<file path="src/design/iie_pkg.sv">
`timescale 1ns / 1ps
// ----------------------------------------------------------------------------
// iie_pkg
// Shared types, constants and helpers of the infix expression evaluator.
// ----------------------------------------------------------------------------
package iie_pkg;

   localparam int STACK_DEPTH = 16;
   localparam int VALUE_WIDTH = 32;
   localparam int PTR_W       = $clog2(STACK_DEPTH);
   localparam int CNT_W       = PTR_W + 1;
   localparam int STEP_W      = $clog2(VALUE_WIDTH);
   localparam int QUEUE_DEPTH = 4;
   localparam int QPTR_W      = $clog2(QUEUE_DEPTH);

   // Character codes.
   localparam logic [7:0] CH_ZERO  = 8'h30;
   localparam logic [7:0] CH_NINE  = 8'h39;
   localparam logic [7:0] CH_PLUS  = 8'h2B;
   localparam logic [7:0] CH_MINUS = 8'h2D;
   localparam logic [7:0] CH_STAR  = 8'h2A;
   localparam logic [7:0] CH_SLASH = 8'h2F;
   localparam logic [7:0] CH_OPEN  = 8'h28;
   localparam logic [7:0] CH_CLOSE = 8'h29;

   // Character class of a token.
   typedef enum logic [2:0] {
      CLS_ADD   = 3'd0,
      CLS_SUB   = 3'd1,
      CLS_MUL   = 3'd2,
      CLS_DIV   = 3'd3,
      CLS_OPEN  = 3'd4,
      CLS_CLOSE = 3'd5,
      CLS_OTHER = 3'd6
   } cls_type;

   // Operator stack entries.
   typedef enum logic [2:0] {
      OP_ADD      = 3'd0,
      OP_SUB      = 3'd1,
      OP_MUL      = 3'd2,
      OP_DIV      = 3'd3,
      OP_OPEN     = 3'd4,
      OP_OPEN_MUL = 3'd5
   } op_type;

   typedef enum logic [1:0] {
      KIND_NONE     = 2'd0,
      KIND_OPERAND  = 2'd1,
      KIND_OPERATOR = 2'd2,
      KIND_OPEN     = 2'd3
   } kind_type;

   typedef enum logic [2:0] {
      ST_OK        = 3'd0,
      ST_PAREN     = 3'd1,
      ST_OPERAND   = 3'd2,
      ST_DIV_ZERO  = 3'd3,
      ST_OVERFLOW  = 3'd4
   } status_type;

   // Token handed from the front end to the execution side.
   typedef struct packed {
      logic                   num_valid;
      logic [VALUE_WIDTH-1:0] num;
      cls_type                cls;
      logic                   eot;
   } token_type;

   // Queue status seen by both sides.
   typedef struct packed {
      logic full;
      logic empty;
   } qstat_type;

   function automatic logic is_high_prec(op_type op);
      return !(op == OP_ADD || op == OP_SUB);
   endfunction

   function automatic op_type cls_to_op(cls_type c);
      op_type r;
      unique case (c)
         CLS_ADD: r = OP_ADD;
         CLS_SUB: r = OP_SUB;
         CLS_MUL: r = OP_MUL;
         default: r = OP_DIV;
      endcase
      return r;
   endfunction

endpackage

</file>
<file path="src/design/iie_if.sv">
`timescale 1ns / 1ps
// ----------------------------------------------------------------------------
// iie_if
// Valid/ready channels for character requests and evaluation results.
// ----------------------------------------------------------------------------
interface iie_req_if;
   logic       valid;
   logic       ready;
   logic [7:0] char_code;
   logic       end_of_text;
   modport source (output valid, char_code, end_of_text, input ready);
   modport sink   (input valid, char_code, end_of_text, output ready);
endinterface

interface iie_rsp_if;
   logic               valid;
   logic               ready;
   logic signed [31:0] expr_value;
   logic [2:0]         status_code;
   modport source (output valid, expr_value, status_code, input ready);
   modport sink   (input valid, expr_value, status_code, output ready);
endinterface

</file>
<file path="src/design/infix_integer_expression_evaluator.sv">
`timescale 1ns / 1ps
// ----------------------------------------------------------------------------
// infix_integer_expression_evaluator
// Streaming evaluator of infix integer expressions, one character a request.
// ----------------------------------------------------------------------------
// The front end takes one character a cycle while its four-entry token queue
// has room; digits never reach the execution side unless they end the text.
// Every other character becomes a token that the execution sequencer
// handles one at a time, reducing each operator with add, subtract or
// multiply, or for a division with the one-bit-per-cycle divider. An implied
// multiplication closed by ')' is applied when the parenthesis closes.
// The end of text adds the final reduction before the result appears in the
// output register; expr_value is zero whenever status_code is not zero.
module infix_integer_expression_evaluator
   import iie_pkg::*;
(
   input  logic      clock,
   input  logic      reset,
   iie_req_if.sink   req_bus,
   iie_rsp_if.source rsp_bus
);

   logic      q_push, q_pop;
   token_type push_tok, head_tok;
   qstat_type qs;

   iie_front u_front (
      .clock (clock),
      .reset (reset),
      .req   (req_bus),
      .qs    (qs),
      .push  (q_push),
      .tok   (push_tok)
   );

   iie_fifo u_fifo (
      .clock    (clock),
      .reset    (reset),
      .push     (q_push),
      .push_tok (push_tok),
      .pop      (q_pop),
      .head_tok (head_tok),
      .qs       (qs)
   );

   iie_back u_back (
      .clock    (clock),
      .reset    (reset),
      .head_tok (head_tok),
      .qs       (qs),
      .pop      (q_pop),
      .rsp      (rsp_bus)
   );

   // The queue is never written when full nor read when empty.
   a_no_overflow: assert property (@(posedge clock) disable iff (reset)
      q_push |-> (!qs.full || q_pop))
      else $error("token queue written while full");

   a_no_underflow: assert property (@(posedge clock) disable iff (reset)
      q_pop |-> !qs.empty)
      else $error("token queue read while empty");

   // A failed evaluation reports a zero value.
   a_err_zero: assert property (@(posedge clock) disable iff (reset)
      (rsp_bus.valid && rsp_bus.status_code != ST_OK) |-> (rsp_bus.expr_value == 0))
      else $error("nonzero value with error status");

   // A new result only loads when the previous one has gone.
   a_hold: assert property (@(posedge clock) disable iff (reset)
      (rsp_bus.valid && !rsp_bus.ready) |=> rsp_bus.valid && $stable(rsp_bus.expr_value))
      else $error("result dropped while stalled");

endmodule

</file>
<file path="src/design/iie_fifo.sv">
`timescale 1ns / 1ps
// ----------------------------------------------------------------------------
// iie_fifo
// Short token queue between the front end and the execution side.
// ----------------------------------------------------------------------------
module iie_fifo
   import iie_pkg::*;
(
   input  logic      clock,
   input  logic      reset,
   input  logic      push,
   input  token_type push_tok,
   input  logic      pop,
   output token_type head_tok,
   output qstat_type qs
);

   token_type             slot_ff [QUEUE_DEPTH];
   logic [QPTR_W-1:0]     wr_ff, wr_in, rd_ff, rd_in;
   logic [QPTR_W:0]       cnt_ff, cnt_in;

   // Pointer and fill count update.
   always_comb begin
      wr_in  = push ? wr_ff + 1'b1 : wr_ff;
      rd_in  = pop ? rd_ff + 1'b1 : rd_ff;
      cnt_in = cnt_ff + (QPTR_W+1)'(push) - (QPTR_W+1)'(pop);
   end

   always_ff @(posedge clock) begin
      if (reset) begin
         wr_ff  <= '0;
         rd_ff  <= '0;
         cnt_ff <= '0;
      end else begin
         wr_ff  <= wr_in;
         rd_ff  <= rd_in;
         cnt_ff <= cnt_in;
      end
   end

   // Storage carries no reset.
   always_ff @(posedge clock) begin
      if (push) slot_ff[wr_ff] <= push_tok;
   end

   assign head_tok = slot_ff[rd_ff];
   assign qs.full  = (cnt_ff == (QPTR_W+1)'(QUEUE_DEPTH));
   assign qs.empty = (cnt_ff == '0);

endmodule

</file>
<file path="src/design/iie_front.sv">
`timescale 1ns / 1ps
// ----------------------------------------------------------------------------
// iie_front
// Accepts characters, builds decimal literals and emits classified tokens.
// ----------------------------------------------------------------------------
module iie_front
   import iie_pkg::*;
(
   input  logic      clock,
   input  logic      reset,
   iie_req_if.sink   req,
   input  qstat_type qs,
   output logic      push,
   output token_type tok
);

   logic [VALUE_WIDTH-1:0] acc_ff, acc_in, acc_next;
   logic                   innum_ff, innum_in;
   logic                   accept, is_digit;
   logic [VALUE_WIDTH-1:0] base;

   assign req.ready = !qs.full;
   assign accept    = req.valid && req.ready;
   assign is_digit  = (req.char_code >= CH_ZERO) && (req.char_code <= CH_NINE);

   // Literal accumulation: acc * 10 + digit, wrapping.
   always_comb begin
      base     = innum_ff ? acc_ff : '0;
      acc_next = (base << 3) + (base << 1)
               + VALUE_WIDTH'(req.char_code - CH_ZERO);
   end

   // Token formation: a digit only makes a token when it ends the text.
   always_comb begin
      tok.eot       = req.end_of_text;
      tok.num_valid = is_digit || innum_ff;
      tok.num       = is_digit ? acc_next : acc_ff;
      unique case (req.char_code)
         CH_PLUS:  tok.cls = CLS_ADD;
         CH_MINUS: tok.cls = CLS_SUB;
         CH_STAR:  tok.cls = CLS_MUL;
         CH_SLASH: tok.cls = CLS_DIV;
         CH_OPEN:  tok.cls = CLS_OPEN;
         CH_CLOSE: tok.cls = CLS_CLOSE;
         default:  tok.cls = CLS_OTHER;
      endcase
      push = accept && (!is_digit || req.end_of_text);
   end

   always_comb begin
      acc_in   = acc_ff;
      innum_in = innum_ff;
      if (accept) begin
         if (is_digit && !req.end_of_text) begin
            acc_in   = acc_next;
            innum_in = 1'b1;
         end else begin
            acc_in   = '0;
            innum_in = 1'b0;
         end
      end
   end

   always_ff @(posedge clock) begin
      if (reset) begin
         innum_ff <= 1'b0;
         acc_ff   <= '0;
      end else begin
         innum_ff <= innum_in;
         acc_ff   <= acc_in;
      end
   end

endmodule

</file>
<file path="src/design/iie_div.sv">
`timescale 1ns / 1ps
// ----------------------------------------------------------------------------
// iie_div
// Iterative signed divider, one quotient bit per cycle, truncating to zero.
// ----------------------------------------------------------------------------
module iie_div
   import iie_pkg::*;
(
   input  logic                   clock,
   input  logic                   reset,
   input  logic                   start,
   input  logic [VALUE_WIDTH-1:0] dividend,
   input  logic [VALUE_WIDTH-1:0] divisor,
   output logic                   done,
   output logic [VALUE_WIDTH-1:0] quotient
);

   logic                   busy_ff, busy_in, done_ff, done_in, neg_ff, neg_in;
   logic [STEP_W-1:0]      cnt_ff, cnt_in;
   logic [VALUE_WIDTH-1:0] rem_ff, rem_in, quo_ff, quo_in, mb_ff, mb_in;
   logic [VALUE_WIDTH:0]   rem_sh;
   logic [VALUE_WIDTH+1:0] trial;
   logic                   na, nb;

   assign na = dividend[VALUE_WIDTH-1];
   assign nb = divisor[VALUE_WIDTH-1];

   // One restoring step per cycle.
   always_comb begin
      rem_sh  = {rem_ff, quo_ff[VALUE_WIDTH-1]};
      trial   = {1'b0, rem_sh} - {2'b00, mb_ff};
      busy_in = busy_ff;
      done_in = 1'b0;
      neg_in  = neg_ff;
      cnt_in  = cnt_ff;
      rem_in  = rem_ff;
      quo_in  = quo_ff;
      mb_in   = mb_ff;
      if (start) begin
         busy_in = 1'b1;
         cnt_in  = '0;
         rem_in  = '0;
         quo_in  = na ? -dividend : dividend;
         mb_in   = nb ? -divisor : divisor;
         neg_in  = na ^ nb;
      end else if (busy_ff) begin
         if (!trial[VALUE_WIDTH+1]) begin
            rem_in = trial[VALUE_WIDTH-1:0];
            quo_in = {quo_ff[VALUE_WIDTH-2:0], 1'b1};
         end else begin
            rem_in = rem_sh[VALUE_WIDTH-1:0];
            quo_in = {quo_ff[VALUE_WIDTH-2:0], 1'b0};
         end
         cnt_in = cnt_ff + 1'b1;
         if (cnt_ff == STEP_W'(VALUE_WIDTH - 1)) begin
            busy_in = 1'b0;
            done_in = 1'b1;
         end
      end
   end

   always_ff @(posedge clock) begin
      if (reset) begin
         busy_ff <= 1'b0;
         done_ff <= 1'b0;
      end else begin
         busy_ff <= busy_in;
         done_ff <= done_in;
      end
      neg_ff <= neg_in;
      cnt_ff <= cnt_in;
      rem_ff <= rem_in;
      quo_ff <= quo_in;
      mb_ff  <= mb_in;
   end

   assign done     = done_ff;
   assign quotient = neg_ff ? -quo_ff : quo_ff;

endmodule

</file>
<file path="src/design/iie_back.sv">
`timescale 1ns / 1ps
// ----------------------------------------------------------------------------
// iie_back
// Execution side: operator and value stacks, reduction and result register.
// ----------------------------------------------------------------------------
module iie_back
   import iie_pkg::*;
(
   input  logic      clock,
   input  logic      reset,
   input  token_type head_tok,
   input  qstat_type qs,
   output logic      pop,
   iie_rsp_if.source rsp
);

   typedef enum logic [17:0] {
      S_IDLE      = 18'd1 << 0,
      S_PUSH_NUM  = 18'd1 << 1,
      S_DISPATCH  = 18'd1 << 2,
      S_RED_RD    = 18'd1 << 3,
      S_RED_CHK   = 18'd1 << 4,
      S_AP_START  = 18'd1 << 5,
      S_AP_RA     = 18'd1 << 6,
      S_AP_WAIT   = 18'd1 << 7,
      S_AP_EXEC   = 18'd1 << 8,
      S_AP_DIV    = 18'd1 << 9,
      S_AP_PUSH   = 18'd1 << 10,
      S_OP_PUSH   = 18'd1 << 11,
      S_CLOSE_POP = 18'd1 << 12,
      S_CLOSE_TOP = 18'd1 << 13,
      S_FIN       = 18'd1 << 14,
      S_EOT_START = 18'd1 << 15,
      S_EOT_VCHK  = 18'd1 << 16,
      S_EOT_OUT   = 18'd1 << 17
   } state_type;

   // Where a reduction continues when it stops.
   typedef enum logic [1:0] {
      RET_OP    = 2'd0,
      RET_CLOSE = 2'd1,
      RET_EOT   = 2'd2
   } ret_type;

   state_type              state_ff, state_in;
   token_type              tok_ff, tok_in;
   logic [CNT_W-1:0]       ocount_ff, ocount_in, vcount_ff, vcount_in, paren_ff, paren_in;
   kind_type               prev_ff, prev_in;
   status_type             err_ff, err_in;
   logic                   minh_ff, minh_in, apclose_ff, apclose_in;
   ret_type                ret_ff, ret_in;
   op_type                 apop_ff, apop_in;
   logic [VALUE_WIDTH-1:0] a_ff, a_in, b_ff, b_in, r_ff, r_in;
   logic                   rv_ff, rv_in;
   logic [VALUE_WIDTH-1:0] rval_ff, rval_in;
   status_type             rst_ff, rst_in;

   logic [VALUE_WIDTH-1:0] vmem [STACK_DEPTH];
   op_type                 omem [STACK_DEPTH];
   logic [VALUE_WIDTH-1:0] vrd_ff, vwdata;
   op_type                 ord_ff, owdata;
   logic [PTR_W-1:0]       vraddr, vwaddr, oraddr, owaddr;
   logic                   vwe, owe;
   logic                   div_start, div_done, out_free;
   logic [VALUE_WIDTH-1:0] div_q;

   iie_div u_div (
      .clock    (clock),
      .reset    (reset),
      .start    (div_start),
      .dividend (a_ff),
      .divisor  (b_ff),
      .done     (div_done),
      .quotient (div_q)
   );

   assign out_free = !rv_ff || rsp.ready;

   // Sequencer for one token at a time.
   always_comb begin
      state_in   = state_ff;
      tok_in     = tok_ff;
      ocount_in  = ocount_ff;
      vcount_in  = vcount_ff;
      paren_in   = paren_ff;
      prev_in    = prev_ff;
      err_in     = err_ff;
      minh_in    = minh_ff;
      apclose_in = apclose_ff;
      ret_in     = ret_ff;
      apop_in    = apop_ff;
      a_in       = a_ff;
      b_in       = b_ff;
      r_in       = r_ff;
      rv_in      = rv_ff && !rsp.ready;
      rval_in    = rval_ff;
      rst_in     = rst_ff;
      pop        = 1'b0;
      div_start  = 1'b0;
      vwe        = 1'b0;
      owe        = 1'b0;
      vwaddr     = PTR_W'(vcount_ff);
      vwdata     = r_ff;
      owaddr     = PTR_W'(ocount_ff);
      owdata     = cls_to_op(tok_ff.cls);
      vraddr     = PTR_W'(vcount_ff - 1'b1);
      oraddr     = PTR_W'(ocount_ff - 1'b1);

      unique case (state_ff)
         S_IDLE: begin
            if (!qs.empty) begin
               pop    = 1'b1;
               tok_in = head_tok;
               if (err_ff != ST_OK)          state_in = S_FIN;
               else if (head_tok.num_valid)  state_in = S_PUSH_NUM;
               else                          state_in = S_DISPATCH;
            end
         end
         S_PUSH_NUM: begin
            if (vcount_ff >= CNT_W'(STACK_DEPTH)) begin
               err_in = ST_OVERFLOW;
            end else begin
               vwe       = 1'b1;
               vwdata    = tok_ff.num;
               vcount_in = vcount_ff + 1'b1;
            end
            prev_in  = KIND_OPERAND;
            state_in = S_DISPATCH;
         end
         S_DISPATCH: begin
            state_in = S_FIN;
            if (err_ff == ST_OK) begin
               unique case (tok_ff.cls)
                  CLS_ADD, CLS_SUB, CLS_MUL, CLS_DIV: begin
                     minh_in  = is_high_prec(cls_to_op(tok_ff.cls));
                     ret_in   = RET_OP;
                     state_in = S_RED_RD;
                  end
                  CLS_OPEN: begin
                     if (ocount_ff >= CNT_W'(STACK_DEPTH)) begin
                        err_in = ST_OVERFLOW;
                     end else begin
                        owe       = 1'b1;
                        owdata    = (prev_ff == KIND_OPERAND) ? OP_OPEN_MUL : OP_OPEN;
                        ocount_in = ocount_ff + 1'b1;
                        paren_in  = paren_ff + 1'b1;
                        prev_in   = KIND_OPEN;
                     end
                  end
                  CLS_CLOSE: begin
                     if (paren_ff == '0) begin
                        err_in = ST_PAREN;
                     end else begin
                        minh_in  = 1'b0;
                        ret_in   = RET_CLOSE;
                        state_in = S_RED_RD;
                     end
                  end
                  default: state_in = S_FIN;
               endcase
            end
         end
         // Reduction: read the top operator, then decide.
         S_RED_RD: begin
            if (ocount_ff == '0 || err_ff != ST_OK) begin
               unique case (ret_ff)
                  RET_OP:    state_in = S_OP_PUSH;
                  RET_CLOSE: state_in = S_CLOSE_POP;
                  default:   state_in = S_EOT_VCHK;
               endcase
            end else begin
               state_in = S_RED_CHK;
            end
         end
         S_RED_CHK: begin
            if (ord_ff == OP_OPEN || ord_ff == OP_OPEN_MUL
                || (!is_high_prec(ord_ff) && minh_ff)) begin
               unique case (ret_ff)
                  RET_OP:    state_in = S_OP_PUSH;
                  RET_CLOSE: state_in = S_CLOSE_POP;
                  default:   state_in = S_EOT_VCHK;
               endcase
            end else begin
               ocount_in  = ocount_ff - 1'b1;
               apop_in    = ord_ff;
               apclose_in = 1'b0;
               state_in   = S_AP_START;
            end
         end
         // Apply one operator to the two top values.
         S_AP_START: begin
            if (vcount_ff < CNT_W'(2)) begin
               err_in   = ST_OPERAND;
               state_in = apclose_ff ? S_FIN : S_RED_RD;
            end else begin
               state_in = S_AP_RA;
            end
         end
         S_AP_RA: begin
            b_in     = vrd_ff;
            vraddr   = PTR_W'(vcount_ff - CNT_W'(2));
            state_in = S_AP_WAIT;
         end
         S_AP_WAIT: begin
            a_in      = vrd_ff;
            vcount_in = vcount_ff - CNT_W'(2);
            state_in  = S_AP_EXEC;
         end
         S_AP_EXEC: begin
            state_in = S_AP_PUSH;
            unique case (apop_ff)
               OP_ADD: r_in = a_ff + b_ff;
               OP_SUB: r_in = a_ff - b_ff;
               OP_MUL: r_in = VALUE_WIDTH'(a_ff * b_ff);
               default: begin
                  if (b_ff == '0) begin
                     err_in   = ST_DIV_ZERO;
                     state_in = apclose_ff ? S_FIN : S_RED_RD;
                  end else begin
                     div_start = 1'b1;
                     state_in  = S_AP_DIV;
                  end
               end
            endcase
         end
         S_AP_DIV: begin
            if (div_done) begin
               r_in     = div_q;
               state_in = S_AP_PUSH;
            end
         end
         S_AP_PUSH: begin
            vwe       = 1'b1;
            vcount_in = vcount_ff + 1'b1;
            state_in  = apclose_ff ? S_FIN : S_RED_RD;
         end
         S_OP_PUSH: begin
            if (err_ff == ST_OK) begin
               if (ocount_ff >= CNT_W'(STACK_DEPTH)) begin
                  err_in = ST_OVERFLOW;
               end else begin
                  owe       = 1'b1;
                  ocount_in = ocount_ff + 1'b1;
                  prev_in   = KIND_OPERATOR;
               end
            end
            state_in = S_FIN;
         end
         S_CLOSE_POP: begin
            if (err_ff != ST_OK || ocount_ff == '0) state_in = S_FIN;
            else                                    state_in = S_CLOSE_TOP;
         end
         S_CLOSE_TOP: begin
            ocount_in = ocount_ff - 1'b1;
            paren_in  = paren_ff - 1'b1;
            prev_in   = KIND_OPERAND;
            if (ord_ff == OP_OPEN_MUL) begin
               apop_in    = OP_MUL;
               apclose_in = 1'b1;
               state_in   = S_AP_START;
            end else begin
               state_in = S_FIN;
            end
         end
         S_FIN: begin
            state_in = tok_ff.eot ? S_EOT_START : S_IDLE;
         end
         // End of text: close checks, final reduction, result.
         S_EOT_START: begin
            if (err_ff != ST_OK) begin
               state_in = S_EOT_OUT;
            end else if (paren_ff != '0) begin
               err_in   = ST_PAREN;
               state_in = S_EOT_OUT;
            end else begin
               minh_in  = 1'b0;
               ret_in   = RET_EOT;
               state_in = S_RED_RD;
            end
         end
         S_EOT_VCHK: begin
            if (err_ff == ST_OK && vcount_ff == '0) err_in = ST_OPERAND;
            state_in = S_EOT_OUT;
         end
         S_EOT_OUT: begin
            if (out_free) begin
               rv_in     = 1'b1;
               rval_in   = (err_ff == ST_OK) ? vrd_ff : '0;
               rst_in    = err_ff;
               ocount_in = '0;
               vcount_in = '0;
               paren_in  = '0;
               prev_in   = KIND_NONE;
               err_in    = ST_OK;
               state_in  = S_IDLE;
            end
         end
         default: state_in = S_IDLE;
      endcase
   end

   always_ff @(posedge clock) begin
      if (reset) begin
         state_ff  <= S_IDLE;
         ocount_ff <= '0;
         vcount_ff <= '0;
         paren_ff  <= '0;
         prev_ff   <= KIND_NONE;
         err_ff    <= ST_OK;
         rv_ff     <= 1'b0;
      end else begin
         state_ff  <= state_in;
         ocount_ff <= ocount_in;
         vcount_ff <= vcount_in;
         paren_ff  <= paren_in;
         prev_ff   <= prev_in;
         err_ff    <= err_in;
         rv_ff     <= rv_in;
      end
      tok_ff     <= tok_in;
      minh_ff    <= minh_in;
      apclose_ff <= apclose_in;
      ret_ff     <= ret_in;
      apop_ff    <= apop_in;
      a_ff       <= a_in;
      b_ff       <= b_in;
      r_ff       <= r_in;
      rval_ff    <= rval_in;
      rst_ff     <= rst_in;
   end

   // Stack memories with registered reads.
   always_ff @(posedge clock) begin
      if (vwe) vmem[vwaddr] <= vwdata;
      if (owe) omem[owaddr] <= owdata;
      vrd_ff <= vmem[vraddr];
      ord_ff <= omem[oraddr];
   end

   assign rsp.valid       = rv_ff;
   assign rsp.expr_value  = rval_ff;
   assign rsp.status_code = rst_ff;

endmodule

</file>
<file path="src/flat_wrapper.sv">
// flat-port wrapper written by rule: the top's interface ports become plain ports
module infix_integer_expression_evaluator_flat import iie_pkg::*;
  (clock, reset, req_bus_valid, req_bus_char_code, req_bus_end_of_text, req_bus_ready, rsp_bus_valid, rsp_bus_expr_value, rsp_bus_status_code, rsp_bus_ready);
  iie_req_if req_bus_i ();
  iie_rsp_if rsp_bus_i ();
  input  logic clock;
  input  logic reset;
  input wire logic [$bits(req_bus_i.valid)-1:0] req_bus_valid;
  input wire logic [$bits(req_bus_i.char_code)-1:0] req_bus_char_code;
  input wire logic [$bits(req_bus_i.end_of_text)-1:0] req_bus_end_of_text;
  output wire logic [$bits(req_bus_i.ready)-1:0] req_bus_ready;
  output wire logic [$bits(rsp_bus_i.valid)-1:0] rsp_bus_valid;
  output wire logic [$bits(rsp_bus_i.expr_value)-1:0] rsp_bus_expr_value;
  output wire logic [$bits(rsp_bus_i.status_code)-1:0] rsp_bus_status_code;
  input wire logic [$bits(rsp_bus_i.ready)-1:0] rsp_bus_ready;
  assign req_bus_i.valid = req_bus_valid;
  assign req_bus_i.char_code = req_bus_char_code;
  assign req_bus_i.end_of_text = req_bus_end_of_text;
  assign req_bus_ready = req_bus_i.ready;
  assign rsp_bus_valid = rsp_bus_i.valid;
  assign rsp_bus_expr_value = rsp_bus_i.expr_value;
  assign rsp_bus_status_code = rsp_bus_i.status_code;
  assign rsp_bus_i.ready = rsp_bus_ready;
  infix_integer_expression_evaluator u_core (.clock(clock), .reset(reset), .req_bus(req_bus_i), .rsp_bus(rsp_bus_i));
endmodule
</file>
<file path="config.mk">
export PLATFORM = sky130hd
export DESIGN_NAME = infix_integer_expression_evaluator_flat
export DESIGN_NICKNAME = d
export VERILOG_FILES = /design/src/design/iie_pkg.sv /design/src/design/iie_if.sv /design/src/design/infix_integer_expression_evaluator.sv /design/src/design/iie_fifo.sv /design/src/design/iie_front.sv /design/src/design/iie_div.sv /design/src/design/iie_back.sv /design/src/flat_wrapper.sv
export SDC_FILE = /design/constraint.sdc
export NUM_CORES = 2
export LEC_CHECK = 0
export BUFFER_PORTS_ARGS = -buffer_cell sky130_fd_sc_hd__buf_4
export CORE_MARGIN = 3
export CORE_UTILIZATION = 59
export DETAILED_ROUTE_END_ITERATION = 6
export PLACE_DENSITY = 0.75
export SLEW_MARGIN = 5
export SYNTH_ARGS = -nofsm -noshare
export SYNTH_HDL_FRONTEND = slang
export SYNTH_HIERARCHICAL = 1
export SYNTH_SLANG_ARGS = --single-unit
</file>
<file path="constraint.sdc">
create_clock -name clock -period 13.75 [get_ports clock]
set_clock_uncertainty 0.2 [all_clocks]
set_input_delay 2.0625 -clock clock [delete_from_list [all_inputs] [get_ports clock]]
set_output_delay 2.0625 -clock clock [all_outputs]
set_load 0.02 [all_outputs]
</file>
# Yosys cells after proc, flatten, opt, wreduce, memory -nomap -nowiden
# Memories as Yosys holds them, arrays and structs flattened. A register that Yosys moved wholly into a read port is not among the register bits.
# Cells that the tools add are included.
# totals
n_memories,3
ramBits,708
reg_bits,357
out_inout_bits,37
# classes
mux,126
eq_ne,63
n_bitwise,3
mul,1
n_reduce_logical,58
n_addsub,21
order_cmp,5
# memory_table
memory,depth,width,read_ports,rd_clocked_by_memory_dff,wr,line,source
u_core.u_back.vmem,16,32,1,1,1,iie_back.sv:58,logic [VALUE_WIDTH-1:0] vmem [STACK_DEPTH];
u_core.u_fifo.slot_ff,4,37,1,1,1,iie_fifo.sv:18,token_type slot_ff [QUEUE_DEPTH];
u_core.u_back.omem,16,3,1,1,1,iie_back.sv:59,op_type omem [STACK_DEPTH];
# ops
cell,count
18-bit one-hot mux with 18 select lines,1
32-bit 2-to-1 mux,10
15-bit 2-to-1 mux,9
18-bit 2-to-1 mux,7
32-bit adder,3
32-bit negation,3
32-bit one-hot mux with 3 select lines,1
3-bit 2-to-1 mux,22
32-bit one-hot mux with 2 select lines,1
31-bit 2-to-1 mux,2
5-bit 2-to-1 mux,10
8-bit by 6-bit == test with 1-bit output (second input constant),6
2-bit inequality test (second input constant),17
17-bit one-hot mux with 2 select lines,1
33-bit by 32-bit subtractor with 34-bit output,1
32-bit zero test,1
32-bit by 32-bit multiplier with 32-bit output,1
32-bit subtractor,1
1-bit 2-to-1 mux,31
15-bit one-hot mux with 2 select lines,1
5-bit one-hot mux with 5 select lines,1
2-bit 2-to-1 mux,12
3-bit one-hot mux with 8 select lines,1
5-bit by 1-bit adder with 5-bit output (second input constant),4
other kinds (70),130

# Depth between registers and ports, before layout
# logic_depth
ltp_word,11
ltp_mapped,30
ltp_nobuf,28

# Cells and area by module
# The synthesis kept the hierarchy.
# by_module_without_submodules
module,cells_each,n_inst,area_per_inst_um2
iie_back,4403,1,49751.5
iie_div,917,1,7754.9
iie_fifo,235,1,5834.3
iie_front,539,1,4202.8

# Worst setup path before layout
# No wires, ideal clock.
# synth_timing
kind,flip-flop to flip-flop
start,register u_core.u_back.b_ff[5]
end,"register u_core.u_back.r_ff[31], data pin"
n_path_buf,2
arrival_time_ns,7.193
setup_ns,0.152
period_less_slack_ns,7.545
path_slack_ns,6.205
required_ns,13.398
path_stages_with_launch,28
cell_sequence,edfxtp_1 -> clkbuf_1 -> clkbuf_1 -> and2_1 -> fa_1 -> fa_1 -> fa_1 -> inv_1 -> fa_1 -> inv_1 -> fa_1 -> inv_1 -> fa_1 -> inv_1 -> fa_1 -> inv_1 -> fa_1 -> inv_1 -> ha_1 -> o21a_1 -> o21ai_0 -> a311oi_1 -> and3_1 -> o41a_1 -> a211oi_1 -> xnor2_1 -> nand2_1 -> a31oi_1
# synth_between
elab_chain_len,3
word_cells_on_any_way,5
classes_between,2 x add/sub; 1 x mul; 2 x mux
# synth_lines
item,line,source
"start, declared",iie_back.sv:53,"logic [VALUE_WIDTH-1:0] a_ff, a_in, b_ff, b_in, r_ff, r_in;"
"start signal, assigned",iie_back.sv:326,b_ff <= b_in;
"32-bit by 32-bit multiplier with 32-bit output, or another cell as far along",iie_back.sv:214,OP_MUL: r_in = VALUE_WIDTH'(a_ff * b_ff);
32-bit one-hot mux with 3 select lines *,iie_back.sv:211,unique case (apop_ff)
32-bit one-hot mux with 2 select lines *,iie_back.sv:109,unique case (state_ff)
net u_core.u_back.r_in[31],iie_back.sv:53,
"end signal, assigned",iie_back.sv:327,r_ff <= r_in;
"end, declared",iie_back.sv:53,
# The timed path passes the listed nets; every way through them passes the cells marked *.
# A chain may end at the register's enable or synchronous reset.

# Worst setup path in the final report
# layout_timing
start,register u_core.u_back.a_ff[12]
end,"register u_core.u_back.r_ff[31], data pin"
# layout_between
elab_chain_len,3
word_cells_on_any_way,5
classes_between,2 x add/sub; 1 x mul; 2 x mux
# layout_lines
item,line,source
"start, declared",iie_back.sv:53,
"start signal, assigned",iie_back.sv:325,a_ff <= a_in;
"32-bit by 32-bit multiplier with 32-bit output, or another cell as far along",iie_back.sv:214,
32-bit one-hot mux with 3 select lines *,iie_back.sv:211,
32-bit one-hot mux with 2 select lines *,iie_back.sv:109,
net u_core.u_back.r_in[31],iie_back.sv:53,
# Marked as above.

==> out/results.tsv <==
metric	value	unit
Max stage delay on crit path	1120	ps
Synth area leaders	edfxtp_1 42%, fa_1 13%, nand2_1 5.3%	
post-CTS sizing	0	
crit path time final	8370	ps
clk_lat worst skew	720	ps
DRT iter0 DRCs	4787	
drt total wl	174000	um
DRC	0	
total global-route track usage	29.7	%
Max-Cap Viols	0	
placement row count	123	
Post-synth top flop	edfxtp_1	
ys async rst share	0	%
Die W	344	um
commonest cells in the netlist	947 x edfxtp_1, 945 x nand2_1, 523 x inv_1, 441 x fa_1, 383 x and2_1	
most frequent cell after synthesis	edfxtp_1	
CTS hold repair buffers	0	
GR Util met3	4.30	%
Port-buffer cells	49	
CTS tree	done	
Post-Place Cell Area	69500	um2
WL per Instance	22.8	um
type of the most critical hold path	reg -> reg	
CTS clock-pin slew for the worst setup and hold paths	60	ps
RSZ-0062 raised after global routing	no	
Mapped Area	67500	um2
Max H-tree Level	3	
Final Setup Violations	0	
period utilization	60.8	%
status	finished, final reports clean	
peak supply drop	0.132	mV
vias in the first global route	46256	
Starting Density	59.7	%
GR Util met2	48.9	%
Initial DRT Pass Iterations	6	
first-pass GRT wire length	270000	um
largest net degree at the start of global routing	142	
CTS max path bufs	3	
Slew Limit Fails	0	
ratio of cells with drive above 1 in the final layout	8.03	%
final setup TNS	0	ps
Ys Warns	6	
P&R area growth vs syn	8.21	%
GP Congestion	0.959	
max_slew headroom	16.2	%
syn avg cell area	11.1	um2
crit path DAT	8720	ps
fmax	120	MHz
Final HPWL DP	114000	um
Mapped Nets	6795	
top cell type's share of synthesized area	42.1	%
Yosys top cell by area	edfxtp_1	
Mapped Cells	6094	
Worst-Margin Slew	1250	ps
Critical Path RT	14100	ps
Worst Setup Start Kind	register	
Critical Path End Type	register	
CP Max Fanout	23	
fin area	73100	um2
Net count, final	6745	
GR peak layer	met2	
root buffer cell	clkbuf_16	
Min Hold Slack	247	ps
Synth Register Bits	1102	
leakage power	28.1	nW
Antenna Violating Nets Remaining	0	
setup bufs post-CTS	0	
Die H	344	um
met1 Use GR	40.1	%
Hold Vio Cnt, Final	0	
post-synthesis sequential area ratio	46.7	%
Core ar.	113000	um2
PD cells	106	nW/um2
vias	46891	
Die ar.	119000	um2
crit path kind	reg -> reg	
critical path's slowest cell	edfxtp_1	
unique cell type count in the Yosys netlist	108	
initial antenna violation count	5	
Overflow after GRT	0	
Crit path top cell by count	fa_1	
CTS Buf Count	108	
Num Clock Sinks	1102	
IO Count	50	
overall power	7.72	mW
EDFF count, synth	947	
vias per inst	6.14	
kinds of logic (layout without fill, tap and decap cells):
kind of cell	Yosys count	in the layout	synth area share (%)
AOI/OAI and AO/OA	872	872	8.33
xor gates and xnor gates	290	290	3.80
adders and majority gates	688	688	17.6
buffers and inverters	834	879	4.81
DFF	1102	1102	46.7
muxes	134	134	3.06
other	0	4	0
and+or+nand+nor	2174	2174	15.7
layer usage:
layer	vias up	part of all wire (%)
met5	-	0
met4	0	4.1
met3	404	8.4
met2	2173	48
met1	23312	39
li1	21002	-
per-stage QoR:
step	setup WS (ps)	utilization, %	cells
global placement	5580	61.5	7434
detailed placement	5460	61.5	7434
finish	5380	64.6	7643
floorplan	6200	-	6094
global route	5030	64.6	7639
CTS	5380	64.6	7639
worst max-delay path, delay by kind of cell (launching register included):
kind                       cells  cell delay, ps
adders and majority gates      9            4390
AOI/OAI and AO/OA              6            1430
DFF                            1            1120
xor gates and xnor gates       1             160
and+or+nand+nor                3             600
buffers and inverters          6             300
placed cells by master, fill, tap and decap left out, types with 19 or more instances in the layout:
cell type and count:
ha_1 247, a311oi_1 55, inv_1 523, and2_1 379
nor2_1 272, fa_1 441, mux4_2 45, o211ai_1 19
nand3_1 170, and3_1 54, nand4_1 48, nor3_1 54
o21a_1 26, edfxtp_1 947, o31ai_1 35, xor2_1 85
dfxtp_1 153, nor2b_1 29, clkbuf_16 108, xnor2_1 201
clkbuf_1 22, a21oi_1 247, nand2b_1 36, mux2_2 38
a32oi_1 36, mux2i_1 44, clkinv_2 26, a211oi_1 22
nor4_1 25, a31oi_1 46, o21ai_0 183, buf_4 149
a21o_1 46, nand2_1 945, o21ai_1 31
power breakdown:
group	internal (mW)	switching (mW)	total (mW)
combinational	0.290	0.495	0.785
sequential	3.86	0.134	3.99
clock	1.65	1.29	2.94
total	5.79	1.92	7.72
sequential cells by signal, summed over array words and instances (netlist names), 36 cells and up, named ones only:
| register | flops |
|---|---|
| u_core/u_fifo/slot_ff | 148 |
| u_core/u_back/tok_ff | 36 |
| u_core/u_back/omem | 48 |
| u_core/u_back/vmem | 512 |
cell type report:
class / instances / area, um2
sequential: 1102 / 31500
timing repair buffer: 150 / 1140
fill: 8576 / 40000
tap: 1500 / 1880
multi-input combinational: 4158 / 33000
antenna: 4 / 10.0
clock buffer: 133 / 2830
clock inverter: 72 / 719
inverter: 524 / 1970
worst paths after layout:
path                                          startpoint                endpoint  slack (ps)  cells past startpoint
worst max register to register    u_core/u_back/a_ff[12]  u_core/u_back/r_ff[31]        5380                     25
worst min register to register  u_core/u_back/vrd_ff[10]  u_core/u_back/b_ff[10]         250                      0
worst min-delay path            u_core/u_back/vrd_ff[10]  u_core/u_back/b_ff[10]         250                      0
worst max-delay path              u_core/u_back/a_ff[12]  u_core/u_back/r_ff[31]        5380                     25
Note: power is estimated with default switching activity, not from simulation.
